### src/design/fpba_pkg.sv
// Package: shared constants, codes and types of the fit policy block allocator.
package fpba_pkg;

    // Table geometry
    localparam int NUM_BLOCKS = 16;
    localparam int SIZE_WIDTH = 16;
    localparam int IDX_W      = (NUM_BLOCKS > 1) ? $clog2(NUM_BLOCKS) : 1;
    localparam int CNT_W      = $clog2(NUM_BLOCKS + 1);

    // Port field widths
    localparam int OP_W      = 1;
    localparam int LIDX_W    = 4;
    localparam int FSIZE_W   = 16;
    localparam int BIDX_W    = 4;
    localparam int POLICY_W  = 2;
    localparam int BCOUNT_W  = 5;
    localparam int CFG_IDX_W = 1;
    localparam int CFG_DATA_W = 5;
    localparam int CMP_W     = (CNT_W > BCOUNT_W) ? CNT_W : BCOUNT_W;

    typedef enum logic [OP_W-1:0] {
        OP_LOAD  = 1'b0,
        OP_ALLOC = 1'b1
    } op_t;

    typedef enum logic [POLICY_W-1:0] {
        POL_FIRST = 2'd0,
        POL_BEST  = 2'd1,
        POL_WORST = 2'd2
    } policy_t;

    typedef enum logic [CFG_IDX_W-1:0] {
        CFG_FIT_POLICY  = 1'b0,
        CFG_BLOCK_COUNT = 1'b1
    } cfg_idx_t;

    typedef enum logic [2:0] {
        S_IDLE,
        S_LOAD,
        S_SCAN,
        S_WRITE,
        S_RESULT
    } state_t;

    // Configuration seen by the sequencer
    typedef struct packed {
        logic [POLICY_W-1:0] policy;
        logic [CNT_W-1:0]    limit;
    } fpba_cfg_t;

    // One input item
    typedef struct packed {
        logic                op;
        logic [LIDX_W-1:0]   load_index;
        logic [FSIZE_W-1:0]  size_value;
        logic                last_request;
    } fpba_item_t;

    // One result item
    typedef struct packed {
        logic                granted;
        logic [BIDX_W-1:0]   block_index;
        logic [FSIZE_W-1:0]  size_left;
        logic                batch_end;
    } fpba_res_t;

    // Table port requests from the sequencer
    typedef struct packed {
        logic                  we;
        logic [IDX_W-1:0]      waddr;
        logic [SIZE_WIDTH-1:0] wdata;
        logic                  re;
        logic [IDX_W-1:0]      raddr;
    } fpba_ram_req_t;

endpackage

### src/design/fpba_if.sv
// Interfaces: request and response channels with valid/ready handshake.
interface fpba_req_if;
    logic                          valid;
    logic                          ready;
    logic                          op;
    logic [fpba_pkg::LIDX_W-1:0]   load_index;
    logic [fpba_pkg::FSIZE_W-1:0]  size_value;
    logic                          last_request;

    modport source (output valid, output op, output load_index, output size_value,
                    output last_request, input ready);
    modport sink   (input valid, input op, input load_index, input size_value,
                    input last_request, output ready);
endinterface

interface fpba_rsp_if;
    logic                          valid;
    logic                          ready;
    logic                          granted;
    logic [fpba_pkg::BIDX_W-1:0]   block_index;
    logic [fpba_pkg::FSIZE_W-1:0]  size_left;
    logic                          batch_end;

    modport source (output valid, output granted, output block_index, output size_left,
                    output batch_end, input ready);
    modport sink   (input valid, input granted, input block_index, input size_left,
                    input batch_end, output ready);
endinterface

### src/design/fit_policy_block_allocator.sv
// Top level: fit policy block allocator with config registers and response register.
// Flow, accept to response valid: a load writes its table entry, then the result is registered;
// an allocate reads min(block_count,NUM_BLOCKS) entries, compares each read, ends the scan,
// writes back the chosen entry if granted, then registers the result. Throughput: one item
// at a time; the next request is taken while a response waits.
// Reset: rst_n clears sequencer, response register and config; the size table is not cleared.
module fit_policy_block_allocator (
    input  logic                              clk,
    input  logic                              rst_n,
    fpba_req_if.sink                          request,
    fpba_rsp_if.source                        response,
    input  logic                              cfg_we,
    input  logic [fpba_pkg::CFG_IDX_W-1:0]    cfg_index,
    input  logic [fpba_pkg::CFG_DATA_W-1:0]   cfg_wdata
);
    import fpba_pkg::*;

    logic [POLICY_W-1:0] policy_reg;
    logic [BCOUNT_W-1:0] count_reg;
    fpba_cfg_t           cfg;

    fpba_item_t          item;
    logic                res_valid;
    logic                res_ready;
    fpba_res_t           res;
    fpba_ram_req_t       ram_req;
    logic [SIZE_WIDTH-1:0] ram_rdata;

    logic                out_valid_reg;
    fpba_res_t           out_reg;

    // Config registers: the user must write them only while the block is idle; the block does not enforce this
    always_ff @(posedge clk or negedge rst_n)
    begin
        if (!rst_n)
        begin
            policy_reg <= POL_FIRST;
            count_reg  <= '0;
        end
        else if (cfg_we)
        begin
            unique case (cfg_index)
                CFG_FIT_POLICY:  policy_reg <= cfg_wdata[POLICY_W-1:0];
                CFG_BLOCK_COUNT: count_reg  <= cfg_wdata[BCOUNT_W-1:0];
                default:         ;
            endcase
        end
    end

    // Clamp the scan length to the table size
    assign cfg.policy = policy_reg;
    assign cfg.limit  = (CMP_W'(count_reg) > CMP_W'(NUM_BLOCKS)) ? CNT_W'(NUM_BLOCKS)
                                                                   : CNT_W'(count_reg);

    assign item.op           = request.op;
    assign item.load_index   = request.load_index;
    assign item.size_value   = request.size_value;
    assign item.last_request = request.last_request;

    fpba_seq u_seq (
        .clk        (clk),
        .rst_n      (rst_n),
        .cfg        (cfg),
        .item_valid (request.valid),
        .item_ready (request.ready),
        .item       (item),
        .res_valid  (res_valid),
        .res_ready  (res_ready),
        .res        (res),
        .ram_req    (ram_req),
        .ram_rdata  (ram_rdata)
    );

    // Remaining free size of each block
    fpba_ram #(
        .DEPTH (NUM_BLOCKS),
        .WIDTH (SIZE_WIDTH)
    ) u_table (
        .clk   (clk),
        .we    (ram_req.we),
        .waddr (ram_req.waddr),
        .wdata (ram_req.wdata),
        .re    (ram_req.re),
        .raddr (ram_req.raddr),
        .rdata (ram_rdata)
    );

    // Response register: hold a beat until taken, refill in the same cycle it drains
    assign res_ready = !out_valid_reg || response.ready;

    always_ff @(posedge clk or negedge rst_n)
    begin
        if (!rst_n)
        begin
            out_valid_reg <= 1'b0;
        end
        else if (res_ready)
        begin
            out_valid_reg <= res_valid;
        end
    end

    always_ff @(posedge clk)
    begin
        if (res_ready && res_valid)
        begin
            out_reg <= res;
        end
    end

    assign response.valid       = out_valid_reg;
    assign response.granted     = out_reg.granted;
    assign response.block_index = out_reg.block_index;
    assign response.size_left   = out_reg.size_left;
    assign response.batch_end   = out_reg.batch_end;

    // A finished result waits in the sequencer while the response register is blocked
    a_res_hold: assert property (@(posedge clk) disable iff (!rst_n)
        res_valid && !res_ready |=> res_valid)
        else $error("sequencer dropped a pending result");

    // No table write while a new request can be taken
    a_no_write_idle: assert property (@(posedge clk) disable iff (!rst_n)
        ram_req.we |-> !request.ready)
        else $error("table written while sequencer idle");

    // A refused or load response carries zero index and size
    a_refuse_zero: assert property (@(posedge clk) disable iff (!rst_n)
        response.valid && !response.granted |->
            response.block_index == '0 && response.size_left == '0)
        else $error("refused response carries payload");
endmodule

### src/design/fpba_ram.sv
// Generic single write port, single read port RAM with registered read data.
module fpba_ram #(
    parameter int DEPTH = 16,
    parameter int WIDTH = 16,
    parameter int AW    = (DEPTH > 1) ? $clog2(DEPTH) : 1
) (
    input  logic             clk,
    input  logic             we,
    input  logic [AW-1:0]    waddr,
    input  logic [WIDTH-1:0] wdata,
    input  logic             re,
    input  logic [AW-1:0]    raddr,
    output logic [WIDTH-1:0] rdata
);
    logic [WIDTH-1:0] mem [DEPTH];
    logic [WIDTH-1:0] rdata_reg;

    always_ff @(posedge clk)
    begin
        if (we)
        begin
            mem[waddr] <= wdata;
        end
    end

    always_ff @(posedge clk)
    begin
        if (re)
        begin
            rdata_reg <= mem[raddr];
        end
    end

    assign rdata = rdata_reg;
endmodule

### src/design/fpba_seq.sv
// Sequencer: takes one item; writes a load, or scans and writes back the pick.
module fpba_seq (
    input  logic                        clk,
    input  logic                        rst_n,
    input  fpba_pkg::fpba_cfg_t         cfg,
    input  logic                        item_valid,
    output logic                        item_ready,
    input  fpba_pkg::fpba_item_t        item,
    output logic                        res_valid,
    input  logic                        res_ready,
    output fpba_pkg::fpba_res_t         res,
    output fpba_pkg::fpba_ram_req_t     ram_req,
    input  logic [fpba_pkg::SIZE_WIDTH-1:0] ram_rdata
);
    import fpba_pkg::*;

    state_t                state_reg, state_next;
    fpba_item_t            item_reg, item_next;
    logic [CNT_W-1:0]      scan_reg, scan_next;
    logic                  chk_valid_reg, chk_valid_next;
    logic [IDX_W-1:0]      chk_idx_reg, chk_idx_next;
    logic                  found_reg, found_next;
    logic [IDX_W-1:0]      pick_idx_reg, pick_idx_next;
    logic [SIZE_WIDTH-1:0] pick_size_reg, pick_size_next;

    logic [SIZE_WIDTH-1:0] req_size;
    logic                  issue;
    logic                  fits;
    logic                  better;

    assign req_size = SIZE_WIDTH'(item_reg.size_value);
    assign issue    = (scan_reg < cfg.limit);
    assign fits     = (ram_rdata >= req_size);

    always_comb
    begin
        priority if (!found_reg)
            better = 1'b1;
        else if (cfg.policy == POL_BEST)
            better = (ram_rdata < pick_size_reg);
        else if (cfg.policy == POL_WORST)
            better = (ram_rdata > pick_size_reg);
        else
            better = 1'b0;
    end

    always_ff @(posedge clk or negedge rst_n)
    begin
        if (!rst_n)
        begin
            state_reg     <= S_IDLE;
            chk_valid_reg <= 1'b0;
            found_reg     <= 1'b0;
        end
        else
        begin
            state_reg     <= state_next;
            chk_valid_reg <= chk_valid_next;
            found_reg     <= found_next;
        end
    end

    always_ff @(posedge clk)
    begin
        item_reg      <= item_next;
        scan_reg      <= scan_next;
        chk_idx_reg   <= chk_idx_next;
        pick_idx_reg  <= pick_idx_next;
        pick_size_reg <= pick_size_next;
    end

    always_comb
    begin
        state_next     = state_reg;
        item_next      = item_reg;
        scan_next      = scan_reg;
        chk_valid_next = 1'b0;
        chk_idx_next   = chk_idx_reg;
        found_next     = found_reg;
        pick_idx_next  = pick_idx_reg;
        pick_size_next = pick_size_reg;
        item_ready     = 1'b0;
        res_valid      = 1'b0;
        ram_req        = '0;

        unique case (state_reg)
            S_IDLE:
            begin
                item_ready = 1'b1;
                if (item_valid)
                begin
                    item_next  = item;
                    scan_next  = '0;
                    found_next = 1'b0;
                    state_next = (item.op == OP_ALLOC) ? S_SCAN : S_LOAD;
                end
            end
            S_LOAD:
            begin
                // drop loads beyond the table
                ram_req.we    = (32'(item_reg.load_index) < NUM_BLOCKS);
                ram_req.waddr = IDX_W'(item_reg.load_index);
                ram_req.wdata = req_size;
                state_next    = S_RESULT;
            end
            S_SCAN:
            begin
                ram_req.re    = issue;
                ram_req.raddr = scan_reg[IDX_W-1:0];
                if (issue)
                begin
                    scan_next      = scan_reg + 1'b1;
                    chk_valid_next = 1'b1;
                    chk_idx_next   = scan_reg[IDX_W-1:0];
                end
                if (chk_valid_reg && fits && better)
                begin
                    found_next     = 1'b1;
                    pick_idx_next  = chk_idx_reg;
                    pick_size_next = ram_rdata;
                end
                if (!issue && !chk_valid_reg)
                begin
                    state_next = found_reg ? S_WRITE : S_RESULT;
                end
            end
            S_WRITE:
            begin
                ram_req.we     = 1'b1;
                ram_req.waddr  = pick_idx_reg;
                ram_req.wdata  = pick_size_reg - req_size;
                pick_size_next = pick_size_reg - req_size;
                state_next     = S_RESULT;
            end
            S_RESULT:
            begin
                res_valid = 1'b1;
                if (res_ready)
                begin
                    state_next = S_IDLE;
                end
            end
            default:
            begin
                state_next = S_IDLE;
            end
        endcase
    end

    always_comb
    begin
        res.granted     = (item_reg.op == OP_ALLOC) && found_reg;
        res.block_index = res.granted ? BIDX_W'(pick_idx_reg) : '0;
        res.size_left   = res.granted ? FSIZE_W'(pick_size_reg) : '0;
        res.batch_end   = item_reg.last_request;
    end
endmodule
### src/flat_wrapper.sv
// flat-port wrapper written by rule: the top's interface ports become plain ports
module fit_policy_block_allocator_flat import fpba_pkg::*;
  (clk, rst_n, cfg_we, cfg_index, cfg_wdata, request_valid, request_op, request_load_index, request_size_value, request_last_request, request_ready, response_valid, response_granted, response_block_index, response_size_left, response_batch_end, response_ready);
  fpba_req_if request_i ();
  fpba_rsp_if response_i ();
  input  logic clk;
  input  logic rst_n;
  input  logic cfg_we;
  input  logic [fpba_pkg::CFG_IDX_W-1:0] cfg_index;
  input  logic [fpba_pkg::CFG_DATA_W-1:0] cfg_wdata;
  input wire logic [$bits(request_i.valid)-1:0] request_valid;
  input wire logic [$bits(request_i.op)-1:0] request_op;
  input wire logic [$bits(request_i.load_index)-1:0] request_load_index;
  input wire logic [$bits(request_i.size_value)-1:0] request_size_value;
  input wire logic [$bits(request_i.last_request)-1:0] request_last_request;
  output wire logic [$bits(request_i.ready)-1:0] request_ready;
  output wire logic [$bits(response_i.valid)-1:0] response_valid;
  output wire logic [$bits(response_i.granted)-1:0] response_granted;
  output wire logic [$bits(response_i.block_index)-1:0] response_block_index;
  output wire logic [$bits(response_i.size_left)-1:0] response_size_left;
  output wire logic [$bits(response_i.batch_end)-1:0] response_batch_end;
  input wire logic [$bits(response_i.ready)-1:0] response_ready;
  assign request_i.valid = request_valid;
  assign request_i.op = request_op;
  assign request_i.load_index = request_load_index;
  assign request_i.size_value = request_size_value;
  assign request_i.last_request = request_last_request;
  assign request_ready = request_i.ready;
  assign response_valid = response_i.valid;
  assign response_granted = response_i.granted;
  assign response_block_index = response_i.block_index;
  assign response_size_left = response_i.size_left;
  assign response_batch_end = response_i.batch_end;
  assign response_i.ready = response_ready;
  fit_policy_block_allocator u_core (.clk(clk), .rst_n(rst_n), .request(request_i), .response(response_i), .cfg_we(cfg_we), .cfg_index(cfg_index), .cfg_wdata(cfg_wdata));
endmodule
### config.mk
export PLATFORM = sky130hd
export DESIGN_NAME = fit_policy_block_allocator_flat
export DESIGN_NICKNAME = d
export VERILOG_FILES = /design/src/design/fpba_pkg.sv /design/src/design/fpba_if.sv /design/src/design/fit_policy_block_allocator.sv /design/src/design/fpba_ram.sv /design/src/design/fpba_seq.sv /design/src/flat_wrapper.sv
export SDC_FILE = /design/constraint.sdc
export NUM_CORES = 1
export LEC_CHECK = 0
export ABC_CLOCK_PERIOD_IN_PS = 6700
export BUFFER_PORTS_ARGS = -buffer_cell sky130_fd_sc_hd__buf_2
export CAP_MARGIN = 30
export CORE_MARGIN = 10
export CORE_UTILIZATION = 50
export CTS_CLUSTER_SIZE = 12
export DETAILED_ROUTE_END_ITERATION = 8
export GPL_ROUTABILITY_DRIVEN = 0
export GPL_TIMING_DRIVEN = 0
export PLACE_DENSITY = 0.67
export SKIP_LAST_GASP = 1
export SYNTH_ARGS = -nofsm -noshare
export SYNTH_HDL_FRONTEND = slang
export SYNTH_SLANG_ARGS = --single-unit
### constraint.sdc
create_clock -name clk -period 6.7 [get_ports clk]
set_clock_uncertainty 0.2 [all_clocks]
set_input_delay 0 -clock clk [delete_from_list [all_inputs] [get_ports clk]]
set_output_delay 0 -clock clk [all_outputs]
set_load 0.005 [all_outputs]
==> flow_summary.toml <==
[run_status]
status = "completed"

[floorplan]
coreArea_um2 = 31600
row_count = 65
die_w_um = 199
io_pins = 57
die_h_um = 199
die_area_um2 = 39800
start_util_pct = 50.9

[critical_path]
regToRegStartpoint = "u_core.u_seq.pick_size_reg[0]$_DFFE_PP_"
critPathMaxFanout = 16
worstSetupPathType = "flip-flop to flip-flop"
reg2reg_depth = 10
path_cells = "inv_1 -> ha_1 -> inv_1 -> fa_1 -> a21o_1 -> a221oi_2 -> o211ai_1 -> o211ai_1 -> mux2i_1 -> nand2_1"
crit_path_end_kind = "flip-flop"
cp_top_family = "compound AO/OA/AOI/OAI gates"
cp.required_ns = 6.57
critPathBufInv = 2
crit_path_max_incr_delay_ns = 0.54
crit_arrival_ns = 3.48
worst_setup_path_start_kind = "flip-flop"
reg2reg_setup_slack_ns = 3.09
crit_slowest_cell = "nand2_1"
r2r_end = "u_core.u_table.mem[2][12]$_DFFE_PP_"

[power]
leakagePower_nw = 7.13
power.density_nw_per_um2 = 422
peakVddDrop_v = 0.000286

[global_route]
grt_max_degree = 24
grt_antenna_before_repair = 3
grt_pass1_wl_um = 63400
track_usage_pct = 21.5
overflow = 0
grt_pass1_vias = 10386

[sta]
drv_slew = 0
rsz0062_at_grt = "no"
worst_pin_slew_ns = 1.12
min_period_ns = 3.61
max_slew_margin_pct = 25.2
fin_setup_tns_ns = 0
hold_violations = 0
min_period_over_period_pct = 53.8
fin_hold_ws_ns = 0.0461
max_freq_ghz = 0.277
setup_viol = 0

[logic_synthesis]
synthXorXnorAreaFrac_pct = 0.762
ys_ff_latch = 358
ys_types = 61
synth_mux_area_share_pct = 8.64
synth_fa_ha_area_share_pct = 4.17
yosys.area_share.simple_pct = 7.84
syn-num-nets = 1236
yosys_most_used_dff = "edfxtp_1"
synthesis.area_um2 = 16100
synth_top_family_by_area = "compound AO/OA/AOI/OAI gates"
ys_warn_count = 0
avgSynthCellArea_um2 = 14.0
async_flop_share_pct = 3.63
synth_edf_count = 345
synthCells = 1150
synth.yosys.seq_area_share_pct = 66.4
synth-compound-area-share_pct = 9.24

[placed_design]
dp_cells = 1626
dp.final_hpwl_um = 29000
port_buffers = 56

[finish]
post-route-util_pct = 60.2
layout_common_cells = "345 x edfxtp_1, 79 x nand2_1, 74 x a21oi_1, 71 x buf_2, 60 x dlygate4sd3_1"
largest_reg_flops = 256
drive_gt1_share_pct = 18.2
syn_to_final_growth_pct = 18.4
fillers = 2361
multi_input_area_um2 = 5050
fin_nets = 1413
final-seq-area_um2 = 10700
mostFrequentLayoutCell = "edfxtp_1"
top_register = "u_core.u_table.mem"
final_cell_count_no_fill = 1757

[drt]
ant_nets = 0
drt_first_pass_iters = 6
viasPerCell = 5.95
drt_iter0_markers = 1104
wl_per_cell_um = 24.1
drc_errors = 0
routed_wl_um = 42400
vias = 10462

[clocking]
cts_tree = "built"
htree_levels = 2
clkSlewWorstSetupHoldPaths_ns = 0.06
clockBufferDepth = 3
cts.sinks = 358
clock_latency_ns = 0.55
cts_root_buf = "clkbuf_16"
post_cts_resized = 0
numCtsBuffers = 39

[run]
drv_cap = 0

[min_path]
hold_class = "input port to flip-flop"
min_from = "cfg_wdata[1]"
hold_end = "u_core.count_reg[1]$_DFFE_PN0P_"
worstHoldPathCells = 3
report_power, final:
part           internal (mW)  switching [mW]
combinational           1.01            1.88
clock                   1.20           0.858
sequential              2.94           0.157
total                   5.14            2.90
worst reg2reg max path: stages, from the launching register on:
cell and delay [ns]:
edfxtp_1 0.45, inv_1 0.09, ha_1 0.17, inv_1 0.06, fa_1 0.46, a21o_1 0.21
a221oi_2 0.39, o211ai_1 0.16, o211ai_1 0.14, mux2i_1 0.25, nand2_1 0.54
worst max path at each step:
stage / startpoint / end / slack, ns / depth (start not counted)
floorplan: u_core.u_seq.pick_size_reg[15]$_DFFE_PP_ / u_core.u_seq.pick_size_reg[0]$_DFFE_PP_ / 3.77 / 8
global placement: u_core.u_seq.pick_size_reg[0]$_DFFE_PP_ / u_core.u_table.mem[8][2]$_DFFE_PP_ / 2.21 / 6
detailed placement: u_core.u_seq.pick_size_reg[0]$_DFFE_PP_ / u_core.u_table.mem[14][12]$_DFFE_PP_ / 3.17 / 10
CTS: u_core.u_seq.pick_size_reg[0]$_DFFE_PP_ / u_core.u_table.mem[0][12]$_DFFE_PP_ / 3.13 / 10
global route: u_core.u_seq.pick_size_reg[0]$_DFFE_PP_ / u_core.u_table.mem[2][12]$_DFFE_PP_ / 2.92 / 10
finish: u_core.u_seq.pick_size_reg[0]$_DFFE_PP_ / u_core.u_table.mem[2][12]$_DFFE_PP_ / 3.09 / 10
Yosys cell counts (16+ instances only):
cell | count | area, um2
a21oi_1 | 75 | 375
a31oi_1 | 18 | 113
and2_1 | 18 | 113
and3_1 | 25 | 156
clkbuf_1 | 32 | 120
edfxtp_1 | 345 | 10400
ha_1 | 52 | 651
inv_1 | 46 | 173
mux2_2 | 54 | 608
mux2i_1 | 40 | 400
mux4_2 | 16 | 360
nand2_1 | 79 | 297
nand3_1 | 28 | 140
nor2_1 | 46 | 173
nor2b_1 | 20 | 125
o21ai_0 | 48 | 240
o21ai_1 | 39 | 195
stage by stage:
stage	total power, mW	area, um2	setup slack (ns)
after floorplan	4.86	16100	3.77
after global placement	5.75	16900	2.21
after detailed placement	5.89	17200	3.17
after CTS	7.97	19000	3.13
after global routing	8.41	19100	2.92
final	8.04	19100	3.09
cell families after synthesis:
group / count (synthesis)
mux: 112
xor+xnor: 14
buf+inv: 109
simple gates: 256
compound gates: 248
flops: 358
fa+ha+maj: 53
repair_timing:
item                                   CTS  global route
hold buffers                            59             1
setup buffers                            0             0
endpoints found under the hold margin   54             1
layout make-up:
class | count | area share [%]
Antenna cell | 1 | 0.0131
Buffer | 63 | 1.60
Clock buffer | 52 | 5.38
Clock inverter | 16 | 0.991
Inverter | 46 | 0.906
Multi-Input combinational cell | 683 | 26.5
Sequential cell | 358 | 56.1
Tap cell | 402 | 2.64
Timing Repair Buffer | 136 | 5.93
per-layer routing:
metal  vias up  wire length [um]  track usage [%]
met5         -                 0                0
met4         0              1570             8.78
met2       478             19600             33.9
met1      5154             17000             27.6
met3        95              4210             6.19
li1       4735                 -                -
(Power assumes the default switching activity.)
